--- src/rtl/core/rlp_pkg.sv ---
// shared types, constants and method table for the request line parser
package rlp_pkg;

    localparam int METHOD_COUNT = 9;
    localparam int KNOWN_VERBS  = 9;
    localparam int VERB_NUM     = (METHOD_COUNT < KNOWN_VERBS) ? METHOD_COUNT : KNOWN_VERBS;
    localparam int PARSE_DEPTH  = 1024;
    localparam int LEN_W        = $clog2(PARSE_DEPTH + 1);
    localparam int CAP_W        = 11;
    localparam int BYTE_W       = 8;
    localparam int EVENT_W      = 4;
    localparam int METHOD_W     = 4;
    localparam int FAIL_W       = 2;
    localparam int OUT_DATA_W   = 16;

    localparam logic [CAP_W-1:0] CAP_RESET = CAP_W'(1024);

    typedef enum logic [2:0] {
        LS_NAME   = 3'd0,
        LS_PATH   = 3'd1,
        LS_PROTO  = 3'd2,
        LS_GOT_CR = 3'd3,
        LS_DONE   = 3'd4,
        LS_FAILED = 3'd5
    } line_state_t;

    typedef enum logic [EVENT_W-1:0] {
        EV_METHOD_CHAR  = 4'd0,
        EV_METHOD_END   = 4'd1,
        EV_TARGET_CHAR  = 4'd2,
        EV_TARGET_END   = 4'd3,
        EV_VERSION_CHAR = 4'd4,
        EV_VERSION_END  = 4'd5,
        EV_WAIT         = 4'd6,
        EV_ERROR        = 4'd7,
        EV_PASSTHROUGH  = 4'd8
    } event_t;

    typedef enum logic [FAIL_W-1:0] {
        FAIL_NONE    = 2'd0,
        FAIL_BAD_REQ = 2'd1,
        FAIL_URI_LEN = 2'd2
    } fail_t;

    typedef struct packed {
        line_state_t         line;
        logic [LEN_W-1:0]    field_len;
        logic [VERB_NUM-1:0] cand;
        fail_t               fail;
    } parse_state_t;

    typedef struct packed {
        event_t              ev;
        logic [BYTE_W-1:0]   data;
        logic [METHOD_W-1:0] method;
        fail_t               fail;
    } parse_result_t;

    localparam logic [7:0] VERB_TEXT [KNOWN_VERBS][8] = '{
        '{"G", "E", "T", 8'h00, 8'h00, 8'h00, 8'h00, 8'h00},
        '{"H", "E", "A", "D", 8'h00, 8'h00, 8'h00, 8'h00},
        '{"P", "O", "S", "T", 8'h00, 8'h00, 8'h00, 8'h00},
        '{"P", "U", "T", 8'h00, 8'h00, 8'h00, 8'h00, 8'h00},
        '{"D", "E", "L", "E", "T", "E", 8'h00, 8'h00},
        '{"C", "O", "N", "N", "E", "C", "T", 8'h00},
        '{"O", "P", "T", "I", "O", "N", "S", 8'h00},
        '{"T", "R", "A", "C", "E", 8'h00, 8'h00, 8'h00},
        '{"P", "A", "T", "C", "H", 8'h00, 8'h00, 8'h00}
    };

    localparam logic [3:0] VERB_LEN [KNOWN_VERBS] = '{
        4'd3, 4'd4, 4'd4, 4'd3, 4'd6, 4'd7, 4'd7, 4'd5, 4'd5
    };

    localparam parse_state_t STATE_RESET = '{
        line:      LS_NAME,
        field_len: '0,
        cand:      '1,
        fail:      FAIL_NONE
    };

endpackage

--- src/rtl/core/rlp_step.sv ---
// per-byte next-state and result logic of the request line parser
module rlp_step
    import rlp_pkg::*;
(
    input  parse_state_t        state_in,
    input  logic [BYTE_W-1:0]   in_byte,
    input  logic                restart,
    input  logic [CAP_W-1:0]    url_capacity,
    output parse_state_t        state_next,
    output parse_result_t       result
);

    parse_state_t        cur;
    logic [BYTE_W-1:0]   upper;
    logic [BYTE_W-1:0]   lower;
    logic                is_alpha;
    logic                is_visible;
    logic                bad;
    logic                found;
    logic [LEN_W-1:0]    len_inc;

    always_comb begin
        cur        = restart ? STATE_RESET : state_in;
        is_alpha   = (in_byte inside {[8'h41:8'h5A], [8'h61:8'h7A]});
        is_visible = (in_byte inside {[8'h21:8'h7E]});
        upper      = (in_byte inside {[8'h61:8'h7A]}) ? in_byte - 8'd32 : in_byte;
        lower      = (in_byte inside {[8'h41:8'h5A]}) ? in_byte + 8'd32 : in_byte;
        // saturating field counter
        len_inc    = (cur.field_len < LEN_W'(PARSE_DEPTH)) ? cur.field_len + 1'b1
                                                           : cur.field_len;
        state_next    = cur;
        result.ev     = EV_ERROR;
        result.data   = in_byte;
        result.method = '0;
        result.fail   = FAIL_NONE;
        bad           = 1'b0;
        found         = 1'b0;

        case (cur.line)
            LS_NAME: begin
                if (is_alpha) begin
                    result.data = upper;
                    result.ev   = EV_METHOD_CHAR;
                    for (int i = 0; i < VERB_NUM; i++) begin
                        if (cur.field_len >= LEN_W'(VERB_LEN[i]) ||
                            VERB_TEXT[i][cur.field_len[2:0]] != upper) begin
                            state_next.cand[i] = 1'b0;
                        end
                    end
                    state_next.field_len = len_inc;
                end else if (in_byte == 8'h20) begin
                    // first surviving candidate whose length matches exactly
                    for (int i = 0; i < VERB_NUM; i++) begin
                        if (!found && cur.cand[i] &&
                            cur.field_len == LEN_W'(VERB_LEN[i])) begin
                            result.method = METHOD_W'(i + 1);
                            found         = 1'b1;
                        end
                    end
                    state_next.line      = LS_PATH;
                    state_next.field_len = '0;
                    state_next.cand      = '1;
                    result.ev            = EV_METHOD_END;
                end else begin
                    bad = 1'b1;
                end
            end
            LS_PATH: begin
                if (in_byte == 8'h20) begin
                    result.ev = EV_TARGET_END;
                    if (32'(cur.field_len) >= 32'(url_capacity)) begin
                        state_next.fail = FAIL_URI_LEN;
                        state_next.line = LS_FAILED;
                        result.fail     = FAIL_URI_LEN;
                    end else begin
                        state_next.line = LS_PROTO;
                    end
                    state_next.field_len = '0;
                end else if (is_visible) begin
                    result.data          = lower;
                    result.ev            = EV_TARGET_CHAR;
                    state_next.field_len = len_inc;
                end else begin
                    bad = 1'b1;
                end
            end
            LS_PROTO: begin
                if (is_visible) begin
                    result.data          = upper;
                    result.ev            = EV_VERSION_CHAR;
                    state_next.field_len = len_inc;
                end else if (in_byte == 8'h0D) begin
                    state_next.line      = LS_GOT_CR;
                    state_next.field_len = '0;
                    result.ev            = EV_VERSION_END;
                end else if (in_byte == 8'h0A) begin
                    state_next.line      = LS_DONE;
                    state_next.field_len = '0;
                    result.ev            = EV_VERSION_END;
                end else begin
                    bad = 1'b1;
                end
            end
            LS_GOT_CR: begin
                if (in_byte == 8'h0A) begin
                    state_next.line = LS_DONE;
                    result.ev       = EV_WAIT;
                end else begin
                    bad = 1'b1;
                end
            end
            LS_DONE: begin
                result.ev = EV_PASSTHROUGH;
            end
            default: begin
                state_next.line = LS_FAILED;
                result.ev       = EV_ERROR;
                result.fail     = cur.fail;
            end
        endcase

        if (bad) begin
            state_next.fail = FAIL_BAD_REQ;
            state_next.line = LS_FAILED;
            result.ev       = EV_ERROR;
            result.fail     = FAIL_BAD_REQ;
            result.method   = '0;
        end
    end

endmodule

--- src/rtl/core/http_request_line_parser_unit.sv ---
// top level of the http request line parser
// Byte-stream parser for the first line of an http request.
// Input channel s_*: one raw byte per transfer in s_tdata, s_tuser set
// returns the parser to the method state before that byte is handled.
// Output channel m_*: exactly one result per input byte, in order. m_tuser
// carries the event code, m_tdata the case-folded byte, method number and
// failure code.
// Path: an accepted byte sits in the input register, and its result is then
// registered in the result register and shown on m_tvalid. Throughput: one byte
// per cycle while m_tready allows, with the state update between the two registers.
// The input register keeps accepting while a result waits, as long as the
// result register can drain into the sink in the same cycle.
// When the receiver holds m_tready low, the result stays put, one more byte
// is held in the input register and then s_tready drops.
// Reset (aresetn low, synchronous) empties both registers, puts the parser
// in the method state and sets the target capacity to 1024.
// cfg_we writes cfg_wdata into the target capacity; write only while idle.
module http_request_line_parser_unit
    import rlp_pkg::*;
(
    input  logic                  aclk,
    input  logic                  aresetn,
    input  logic                  cfg_we,
    input  logic [CAP_W-1:0]      cfg_wdata,
    input  logic                  s_tvalid,
    output logic                  s_tready,
    input  logic [BYTE_W-1:0]     s_tdata,    // [7:0] in_byte
    input  logic                  s_tuser,    // [0] restart
    output logic                  m_tvalid,
    input  logic                  m_tready,
    output logic [OUT_DATA_W-1:0] m_tdata,    // [7:0] out_byte, [11:8] method_id,
                                              // [13:12] fail_code, [15:14] zero
    output logic [EVENT_W-1:0]    m_tuser     // [3:0] event_code
);

    logic                in_valid_reg;
    logic [BYTE_W-1:0]   in_byte_reg;
    logic                in_restart_reg;
    parse_state_t        state_reg;
    parse_state_t        state_next;
    parse_result_t       result_next;
    parse_result_t       result_reg;
    logic                out_valid_reg;
    logic [CAP_W-1:0]    capacity_reg;
    logic                advance;

    rlp_step u_step (
        .state_in     (state_reg),
        .in_byte      (in_byte_reg),
        .restart      (in_restart_reg),
        .url_capacity (capacity_reg),
        .state_next   (state_next),
        .result       (result_next)
    );

    assign advance  = in_valid_reg && (!out_valid_reg || m_tready);
    assign s_tready = !in_valid_reg || advance;

    always_ff @(posedge aclk) begin
        if (!aresetn) begin
            in_valid_reg  <= 1'b0;
            out_valid_reg <= 1'b0;
            state_reg     <= STATE_RESET;
            capacity_reg  <= CAP_RESET;
        end else begin
            if (cfg_we) begin
                capacity_reg <= cfg_wdata;
            end
            if (s_tvalid && s_tready) begin
                in_valid_reg <= 1'b1;
            end else if (advance) begin
                in_valid_reg <= 1'b0;
            end
            if (advance) begin
                out_valid_reg <= 1'b1;
                state_reg     <= state_next;
            end else if (m_tready) begin
                out_valid_reg <= 1'b0;
            end
        end
    end

    // payload registers
    always_ff @(posedge aclk) begin
        if (s_tvalid && s_tready) begin
            in_byte_reg    <= s_tdata;
            in_restart_reg <= s_tuser;
        end
        if (advance) begin
            result_reg <= result_next;
        end
    end

    assign m_tvalid = out_valid_reg;
    assign m_tdata  = {2'b00, result_reg.fail, result_reg.method, result_reg.data};
    assign m_tuser  = result_reg.ev;

endmodule
--- config.mk ---
export PLATFORM = sky130hd
export DESIGN_NAME = http_request_line_parser_unit
export DESIGN_NICKNAME = d
export VERILOG_FILES = /design/src/rtl/core/rlp_pkg.sv /design/src/rtl/core/rlp_step.sv /design/src/rtl/core/http_request_line_parser_unit.sv
export SDC_FILE = /design/constraint.sdc
export NUM_CORES = 1
export LEC_CHECK = 0
export ABC_CLOCK_PERIOD_IN_PS = 4900
export BUFFER_PORTS_ARGS = -buffer_cell sky130_fd_sc_hd__buf_2
export CAP_MARGIN = 30
export CORE_MARGIN = 4
export CORE_UTILIZATION = 66
export DETAILED_ROUTE_END_ITERATION = 10
export GPL_TIMING_DRIVEN = 0
export HOLD_SLACK_MARGIN = 0.02
export PLACE_DENSITY_LB_ADDON = 0.3
export SLEW_MARGIN = 10
export SYNTH_ARGS = -nofsm -noshare
export SYNTH_HDL_FRONTEND = slang
export SYNTH_HIERARCHICAL = 1
export SYNTH_SLANG_ARGS = --single-unit
--- constraint.sdc ---
create_clock -name aclk -period 4.9 [get_ports aclk]
set_input_delay 1.225 -clock aclk [delete_from_list [all_inputs] [get_ports aclk]]
set_output_delay 1.225 -clock aclk [all_outputs]
set_load 0.01 [all_outputs]
* Word level (Yosys, flattened, before mapping)
Memory sizes are Yosys's and may differ from the RTL's.
Cells that the tools add are included.
** Word-level totals
- Output and inout port bits :: 22
- Register bits after elaboration :: 65
- Input bits :: 25
- Word-level logic and storage cells :: 234
- Bits in latches :: 0
- Memories kept :: 9
- ROM bits :: 576
- RAM bits :: 0
** Memory list
- (name not given) :: words 8, bits a word 8, rd ports 1, clocked after memory_dff 0, write ports 0, line rlp_step.sv:46 : VERB_TEXT[i][cur.field_len[2:0]] != upper) begin
- (name not given) :: words 8, bits a word 8, rd ports 1, clocked after memory_dff 0, write ports 0, line rlp_step.sv:46
- (name not given) :: words 8, bits a word 8, rd ports 1, clocked after memory_dff 0, write ports 0, line rlp_step.sv:46
- (name not given) :: words 8, bits a word 8, rd ports 1, clocked after memory_dff 0, write ports 0, line rlp_step.sv:46
- (name not given) :: words 8, bits a word 8, rd ports 1, clocked after memory_dff 0, write ports 0, line rlp_step.sv:46
- (name not given) :: words 8, bits a word 8, rd ports 1, clocked after memory_dff 0, write ports 0, line rlp_step.sv:46
- 3 more memories
** Cells by class
- Order comparisons :: 14
- Add/sub/neg operators :: 3
- Mux-type cells :: 120
- Divide/modulo/power cells :: 0
- Reduce and logical (&&, ||, !) cells :: 50
- Equality and inequality tests :: 21
- Shift-type cells :: 0
- Multiply operators :: 0
- Bitwise gates (word level) :: 3
** Operator list (count)
- 8-bit 2-to-1 mux :: 23
- 8-bit != test :: 9
- 11-bit 2-to-1 mux :: 5
- 1-bit 2-to-1 mux :: 54
- 11-bit by 3-bit equality test with 1-bit output (second input constant) :: 4
- 11-bit by 3-bit greater-or-equal comparator with 1-bit output (second input constant) :: 4
- 3-bit 2-to-1 mux :: 11
- 11-bit one-hot mux with 3 select lines :: 1
- 14-bit 2-to-1 mux :: 2
- 25-bit 2-to-1 mux :: 1
- 8-bit by 7-bit <= comparator with 1-bit output (second input constant) :: 3
- 4-bit 2-to-1 mux :: 6
- 8-bit one-hot mux with 3 select lines :: 1
- 23-bit 2-to-1 mux :: 1
- 1-bit logical AND :: 22
- 20-bit 2-to-1 mux :: 1
- 4-bit one-hot mux with 5 select lines :: 1
- 2-bit 2-to-1 mux :: 9
- 8-bit by 4-bit equality test with 1-bit output (second input constant) :: 2
- 8-bit by 7-bit greater-or-equal comparator with 1-bit output (second input constant) :: 2
- 3-bit one-hot mux with 5 select lines :: 1
- 11-bit by 1-bit adder with 11-bit output (second input constant) :: 1
- 11-bit by 2-bit equality test with 1-bit output (second input constant) :: 1
- 11-bit greater-or-equal comparator :: 1
- other kinds (21) :: 45

* Logic depth before layout (Yosys ltp)
Gate-level depths: netlist (run 1).
- Depth in word-level cells :: 60
- Gate-level depth with buffers :: 13
- Mapped depth without buffers :: 12

* Modules after synthesis
Netlist (run 1), hierarchy kept.
** Modules (own cells, without submodules)
- rlp_step :: instances 1, sequential area each 0.0 um^2, cells each 461, area an instance 2844.0 um^2
- http_request_line_parser_unit :: instances 1, sequential area each 1571.5 um^2, cells each 184, area an instance 2338.5 um^2

* Worst setup path before layout (run 1)
Ideal clock, no wire load.
- Kind :: input -> output
- Start :: input m_tready
- End :: output s_tready
- Path slack :: 1.980 ns
- Arrival :: 1.695 ns
- Buffers on the path :: 1
- Stages on the path :: 3
- Required time :: 3.675 ns
- Cell sequence :: nor2b_4 -> buf_2 -> nand2_1
** Between the ends
- Longest elaborated chain between the ends :: 3
** RTL lines
- from (decl) :: line http_request_line_parser_unit.sv:30 : input logic m_tready,
- 1-bit logical OR :: line http_request_line_parser_unit.sv:56 : assign advance = in_valid_reg && (!out_valid_reg || m_tready);
- 1-bit logical AND :: line http_request_line_parser_unit.sv:56
- 1-bit logical OR :: line http_request_line_parser_unit.sv:57 : assign s_tready = !in_valid_reg || advance;
- to (decl) :: line http_request_line_parser_unit.sv:26 : output logic s_tready,
No other way between the ends.

==> results.md, run 1 <==
- Status: finished clean
- CTS Sinks: 65
- P&R area growth vs syn: 10.4%
- Most frequent cells after synthesis: 67 x nand2_1, 45 x nor2_1, 38 x dfxtp_1, 38 x inv_1, 36 x a21oi_1
- Max reg flops: 25
- CTS H-tree depth: 3
- RSZ-0062 raised after global routing: false
- Core area: 7690 sq um
- Critical-path maximum fanout: 12
- # setup viols final: 0
- Post-layout nets: 748
- I/O pin total: 47
- Final min period: 3.78 ns
- Mapped Cells: 645
- PD cells: 234 nW/um^2
- Post-DP Area: 5530 sq um
- Slowest stage delay, CP: 0.67 ns
- Final worst slack: 1.12 ns
- Via-to-Cell Ratio: 6.70
- Area share of the largest cell type after synthesis: 15.6%
- Post-route antenna net violation count: 0
- Post-CTS setup buffers: 0
- WS Path Type: reg -> reg
- Slew HR: 33.3%
- Resized cells post-CTS: 0
- Worst Setup End Kind: flop
- Diode count: 0
- Gr ovfl total: 0
- CP required: 5.13 ns
- Post-CTS Hold Buffers: 0
- Ys Warns: 6
- Multi-input gate area: 3200 sq um
- Largest net degree at the start of global routing: 28
- Post-DP HPWL: 11000 microns
- Row count: 32
- Drt first pass iters: 9
- Post-Route WL: 15500 microns
- Worst setup SP type: flop
- Share of cells above drive strength 1: 13.2%
- First-pass GRT wire length: 24600 microns
- Seq/Total Area, Yosys: 30.3%
- FF-to-FF path depth: 11
- Flop and latch count out of synthesis: 65
- Clock Latency Late Sink: 0.35 ns
- Synth Area per Inst: 8.03 sq um
- CTS tree: built
- Max_cap viols: 0
- Worst-path clk slew: 0.08 ns
- Register Area: 1570 sq um
- Top cells by area, synth: edfxtp_1 16%, dfxtp_1 15%, mux2i_1 6.2%
- Critical-path cell list: nor2b_1, clkbuf_1, ha_1, buf_1, o21ai_0, a211oi_1, o31ai_1, or4b_2, o221ai_1, inv_1, o311ai_0
- DRC errors left: 0
- Vias in the first global route: 5116
- CP Data Arrival Time: 4.01 ns
- Layout fillers: 612
- Vias: 5409
- Worst-margin pin slew: 0.987 ns
- Worst min path class: reg -> reg
- Synth area leader: edfxtp_1
- Initial core utilization: 67.4%
- Wire per inst: 19.2 microns
- Number of flops mapped to enable cells by yosys: 27
- WHS Path Cells: 2
- Leakage: 2.20 nW
- Post-synth ARST share: 0%
- Mapped cell area: 5180 sq um
- Final instance area: 5720 sq um
- Dpl ws: 1.22 ns
- Total chip power: 1.34 mW
- Die height: 96.6 microns
- CTS Root Cell: clkbuf_8
- CTS max path bufs: 2
- Most frequent cell after synthesis: nand2_1
- Maximum vdd drop: 0.161 mV
- Final Hold Fails: 0
- Slowest cell on the critical path: or4b_2
- Main flop type after synthesis: dfxtp_1
- Final slew viol count: 0
- DR iter-0 viols: 684
- DIE WIDTH: 96.6 microns
- Distinct cells, synth: 75
- RePlAce Congestion: 1.02
- Fin Setup TNS: 0 ns
- Final clock skew: 0.00670 ns
- Tcrit/Tclk final: 77.1%
- Die Area: 9330 sq um
- Max Freq: 265 MHz
- PortBufs: 43
- Total track usage: 31.9%
- Cts bufs inserted: 9
- Initial antenna violation count: 0
layer usage:
metal	part of all wire (%)	vias up	wire, microns	global-route usage (%)
li1	-	2466	-	-
met1	38	2480	5920	41.6
met2	46	399	7150	51.5
met3	12	64	1820	6.34
met4	3.7	0	573	13.7
met5	0	-	0	0
logic make-up (layout without fill, tap and decap cells):
logic type      count (synthesis)  count (layout)  share of synthesized area, %
other cells                     1               2                        0.0724
compound gates                165             165                          21.8
xor+xnor                       16              16                          2.70
fa+ha+maj                      23              23                          5.55
simple gates                  246             246                          25.2
mux                            32              32                          6.18
flops                          65              65                          30.3
buf+inv                        97             156                          8.09
worst paths after layout:
kind | start | to | slack [ns]
max | in_restart_reg$_DFFE_PP_ | state_reg[2]$_SDFFE_PN1P_ | 1.12
max reg2reg | in_restart_reg$_DFFE_PP_ | state_reg[2]$_SDFFE_PN1P_ | 1.12
min reg2reg | state_reg[16]$_SDFFE_PN0P_ | state_reg[16]$_SDFFE_PN0P_ | 0.46
min | state_reg[16]$_SDFFE_PN0P_ | state_reg[16]$_SDFFE_PN0P_ | 0.46
per-stage QoR:
| step | utilization, % | hold slack [ns] | instances |
|---|---|---|---|
| 2_1_floorplan | - | 0.434 | 646 |
| 3_3_place_gp | 71.9 | 0.444 | 791 |
| 3_5_place_dp | 71.9 | 0.453 | 791 |
| 4_1_cts | 74.4 | 0.467 | 807 |
| 5_1_grt | 74.4 | 0.488 | 807 |
| 6_report | 74.4 | 0.463 | 807 |
critical path, delay by kind of cell (launching register included):
kind | cells | cell delay [ns]
buffers and inverters | 3 | 0.96
adder cells (fa/ha/maj) | 1 | 0.25
AO/OA/AOI/OAI | 5 | 1.10
AND/OR/NAND/NOR | 2 | 0.85
flip-flops | 1 | 0.51
cell type report:
| type | instances | share of cell area, % |
|---|---|---|
| sequential | 65 | 27.5 |
| timing repair buffer | 43 | 3.76 |
| buffer | 57 | 4.70 |
| multi-input combinational | 484 | 55.8 |
| inverter | 40 | 2.62 |
| clock inverter | 7 | 1.22 |
| tap | 102 | 2.23 |
| clock buffer | 9 | 2.16 |
placed cells by master, fill, tap and decap left out, drive strengths merged, types with 11 or more instances in the layout:
| master | Yosys | routed |
|---|---|---|
| nand3 | 23 | 23 |
| nor3 | 14 | 14 |
| clkbuf | 36 | 45 |
| edfxtp | 27 | 27 |
| xnor2 | 11 | 11 |
| mux2i | 32 | 32 |
| inv | 39 | 40 |
| o21ai | 31 | 31 |
| buf | 21 | 64 |
| dfxtp | 38 | 38 |
| nand2 | 67 | 67 |
| nor2 | 46 | 46 |
| ha | 23 | 23 |
| o22ai | 12 | 12 |
| nor2b | 27 | 27 |
| o221ai | 12 | 12 |
| a21oi | 36 | 36 |
power by group:
group	switching, mW	leakage, nW	internal, mW
clock	0.230	0.0893	0.234
combinational	0.167	1.55	0.100
sequential	0.0185	0.568	0.591
Power figures use the tool's default switching activity.
==> inputs of run 2 (changes only) <==
- ABC_CLOCK_PERIOD_IN_PS: 4900 -> 3090
- CORE_UTILIZATION: 66 -> 55
- clock period: 4.9 -> 3.09 ns (I/O delays scaled with it)
==> results.md, run 2 (synthesis results as in run 1) <==
- Gr ovfl total: 0
- RePlAce Congestion: 1.01
- CTS Root Cell: clkbuf_8
- Slowest stage delay, CP: 0.56 ns
- Worst-path clk slew: 0.08 ns
- Post-route antenna net violation count: 0
- Leakage: 2.27 nW
- WS Path Type: reg -> reg
- Final min period: 3.01 ns
- CP Data Arrival Time: 3.09 ns
- Max Freq: 332 MHz
- # setup viols final: 0
- DRC errors left: 0
- RSZ-0062 raised after global routing: true
- Dpl ws: -0.653 ns
- PortBufs: 43
- CTS Sinks: 65
- Row count: 35
- Total track usage: 29.2%
- CP required: 3.17 ns
- I/O pin total: 47
- Vias in the first global route: 4978
- CTS max path bufs: 2
- CP Launch Point: in_byte_reg[1]$_DFFE_PP_
- Initial antenna violation count: 0
- Worst-margin pin slew: 0.763 ns
- Finished Layout Cells: 820
- First-pass GRT wire length: 26000 microns
- Hold Startpoint: state_reg[24]$_SDFFE_PN0P_
- Status: finished clean
- Slowest cell on the critical path: or4b_4
- Highest-count cells in the layout ignoring fill and taps: 66 x nand2_1, 53 x buf_2, 43 x nor2_1, 37 x dfxtp_1
- Cts bufs inserted: 9
- P&R area growth vs syn: 13.0%
- Slew HR: 48.7%
- Share of cells above drive strength 1: 18.1%
- Maximum vdd drop: 0.265 mV
- Worst Setup End Kind: flop
- Drt first pass iters: 5
- Largest net degree at the start of global routing: 28
- Via-to-Cell Ratio: 6.49
- Setup slack, reg-to-reg: 0.08 ns
- FF-to-FF Start: in_byte_reg[1]$_DFFE_PP_
- Initial core utilization: 56.4%
- Post-DP HPWL: 11900 microns
- Commonest non-fill, non-tap cell in the layout: nand2_1
- DIE WIDTH: 105 microns
- Diode count: 0
- Worst min path class: reg -> reg
- Tcrit/Tclk final: 97.4%
- Final clock skew: 0.00933 ns
- Max_cap viols: 0
- DR iter-0 viols: 522
- Critical-path maximum fanout: 8
- Critical-path cell list: buf_2, or4_4, or4b_4, a22oi_2, o221ai_2, or2_1, or4_1
- Post-Route WL: 16200 microns
- Wire per inst: 19.7 microns
- Final Hold Fails: 0
- Core area: 9200 sq um
- Final slew viol count: 0
- PD cells: 366 nW/um^2
- Post-layout nets: 752
- Vias: 5324
- Max reg flops: 25
- CTS tree: built
- Final hold slack: 0.457 ns
- Clock Latency Late Sink: 0.34 ns
- Worst setup SP type: flop
- Final worst slack: 0.0802 ns
- CTS H-tree depth: 3
- Die Area: 11000 sq um
- DP Cell Count: 800
- Die height: 105 microns
run 2: cell count changes in the layout (fill, tap and decap cells not counted), moves of 3 or more:
cell,previous run,this run
buf_4,7,18
inv_1,38,35
clkbuf_1,34,22
clkbuf_2,2,6
run 2: report_power, final:
part / internal [mW] / switching [mW] / leakage, nW
Sequential: 0.938 / 0.0258 / 0.569
Clock: 0.376 / 0.361 / 0.0929
Combinational: 0.169 / 0.271 / 1.61
run 2: repair_timing:
action,in CTS,in global routing
gates cloned,0,0
buffers inserted,3,5
endpoints found under the setup margin,19,23
hold endpoints to repair,0,0
resized for setup,15,27
pin swaps,0,3
hold buffers,0,0
run 2: area by class of cell:
class                      instances  area [sq um]
clock buffer                      10           128
tap                              111           139
multi-input combinational        484          3240
inverter                          40           158
sequential                        65          1570
timing repair buffer              52           280
fill                             816          3340
buffer                            52           272
clock inverter                     6          67.6
run 2: final timing paths:
path,depth (start not counted),to
min reg2reg,2,state_reg[24]$_SDFFE_PN0P_
max reg2reg,7,m_tuser[2]$_DFFE_PP_
min,2,state_reg[24]$_SDFFE_PN0P_
max,7,m_tuser[2]$_DFFE_PP_
run 2: worst max-delay path, delay by kind of cell, from the launching register on:
family | cells | cell delay [ns]
AND/OR/NAND/NOR | 4 | 1.76
AO/OA/AOI/OAI | 2 | 0.42
flip-flops | 1 | 0.38
buffers and inverters | 1 | 0.20
run 2: routing by layer:
| layer | up-vias | track usage (%) | wire length, microns |
|---|---|---|---|
| li1 | 2468 | - | - |
| met1 | 2531 | 38.9 | 6590 |
| met2 | 279 | 47.8 | 7500 |
| met3 | 46 | 4.26 | 1490 |
| met4 | 0 | 11.2 | 572 |
| met5 | - | 0 | 0 |
run 2: stage by stage:
stage	instance area (sq um)	setup TNS [ns]	utilization (%)	power (mW)
CTS	5770	0	62.7	2.13
global placement	5540	-5.26	60.2	1.39
floorplan	5190	0	-	1.27
detailed placement	5540	-6.36	60.2	1.40
global route	5860	-0.285	63.7	2.24
finish	5860	0	63.7	2.14
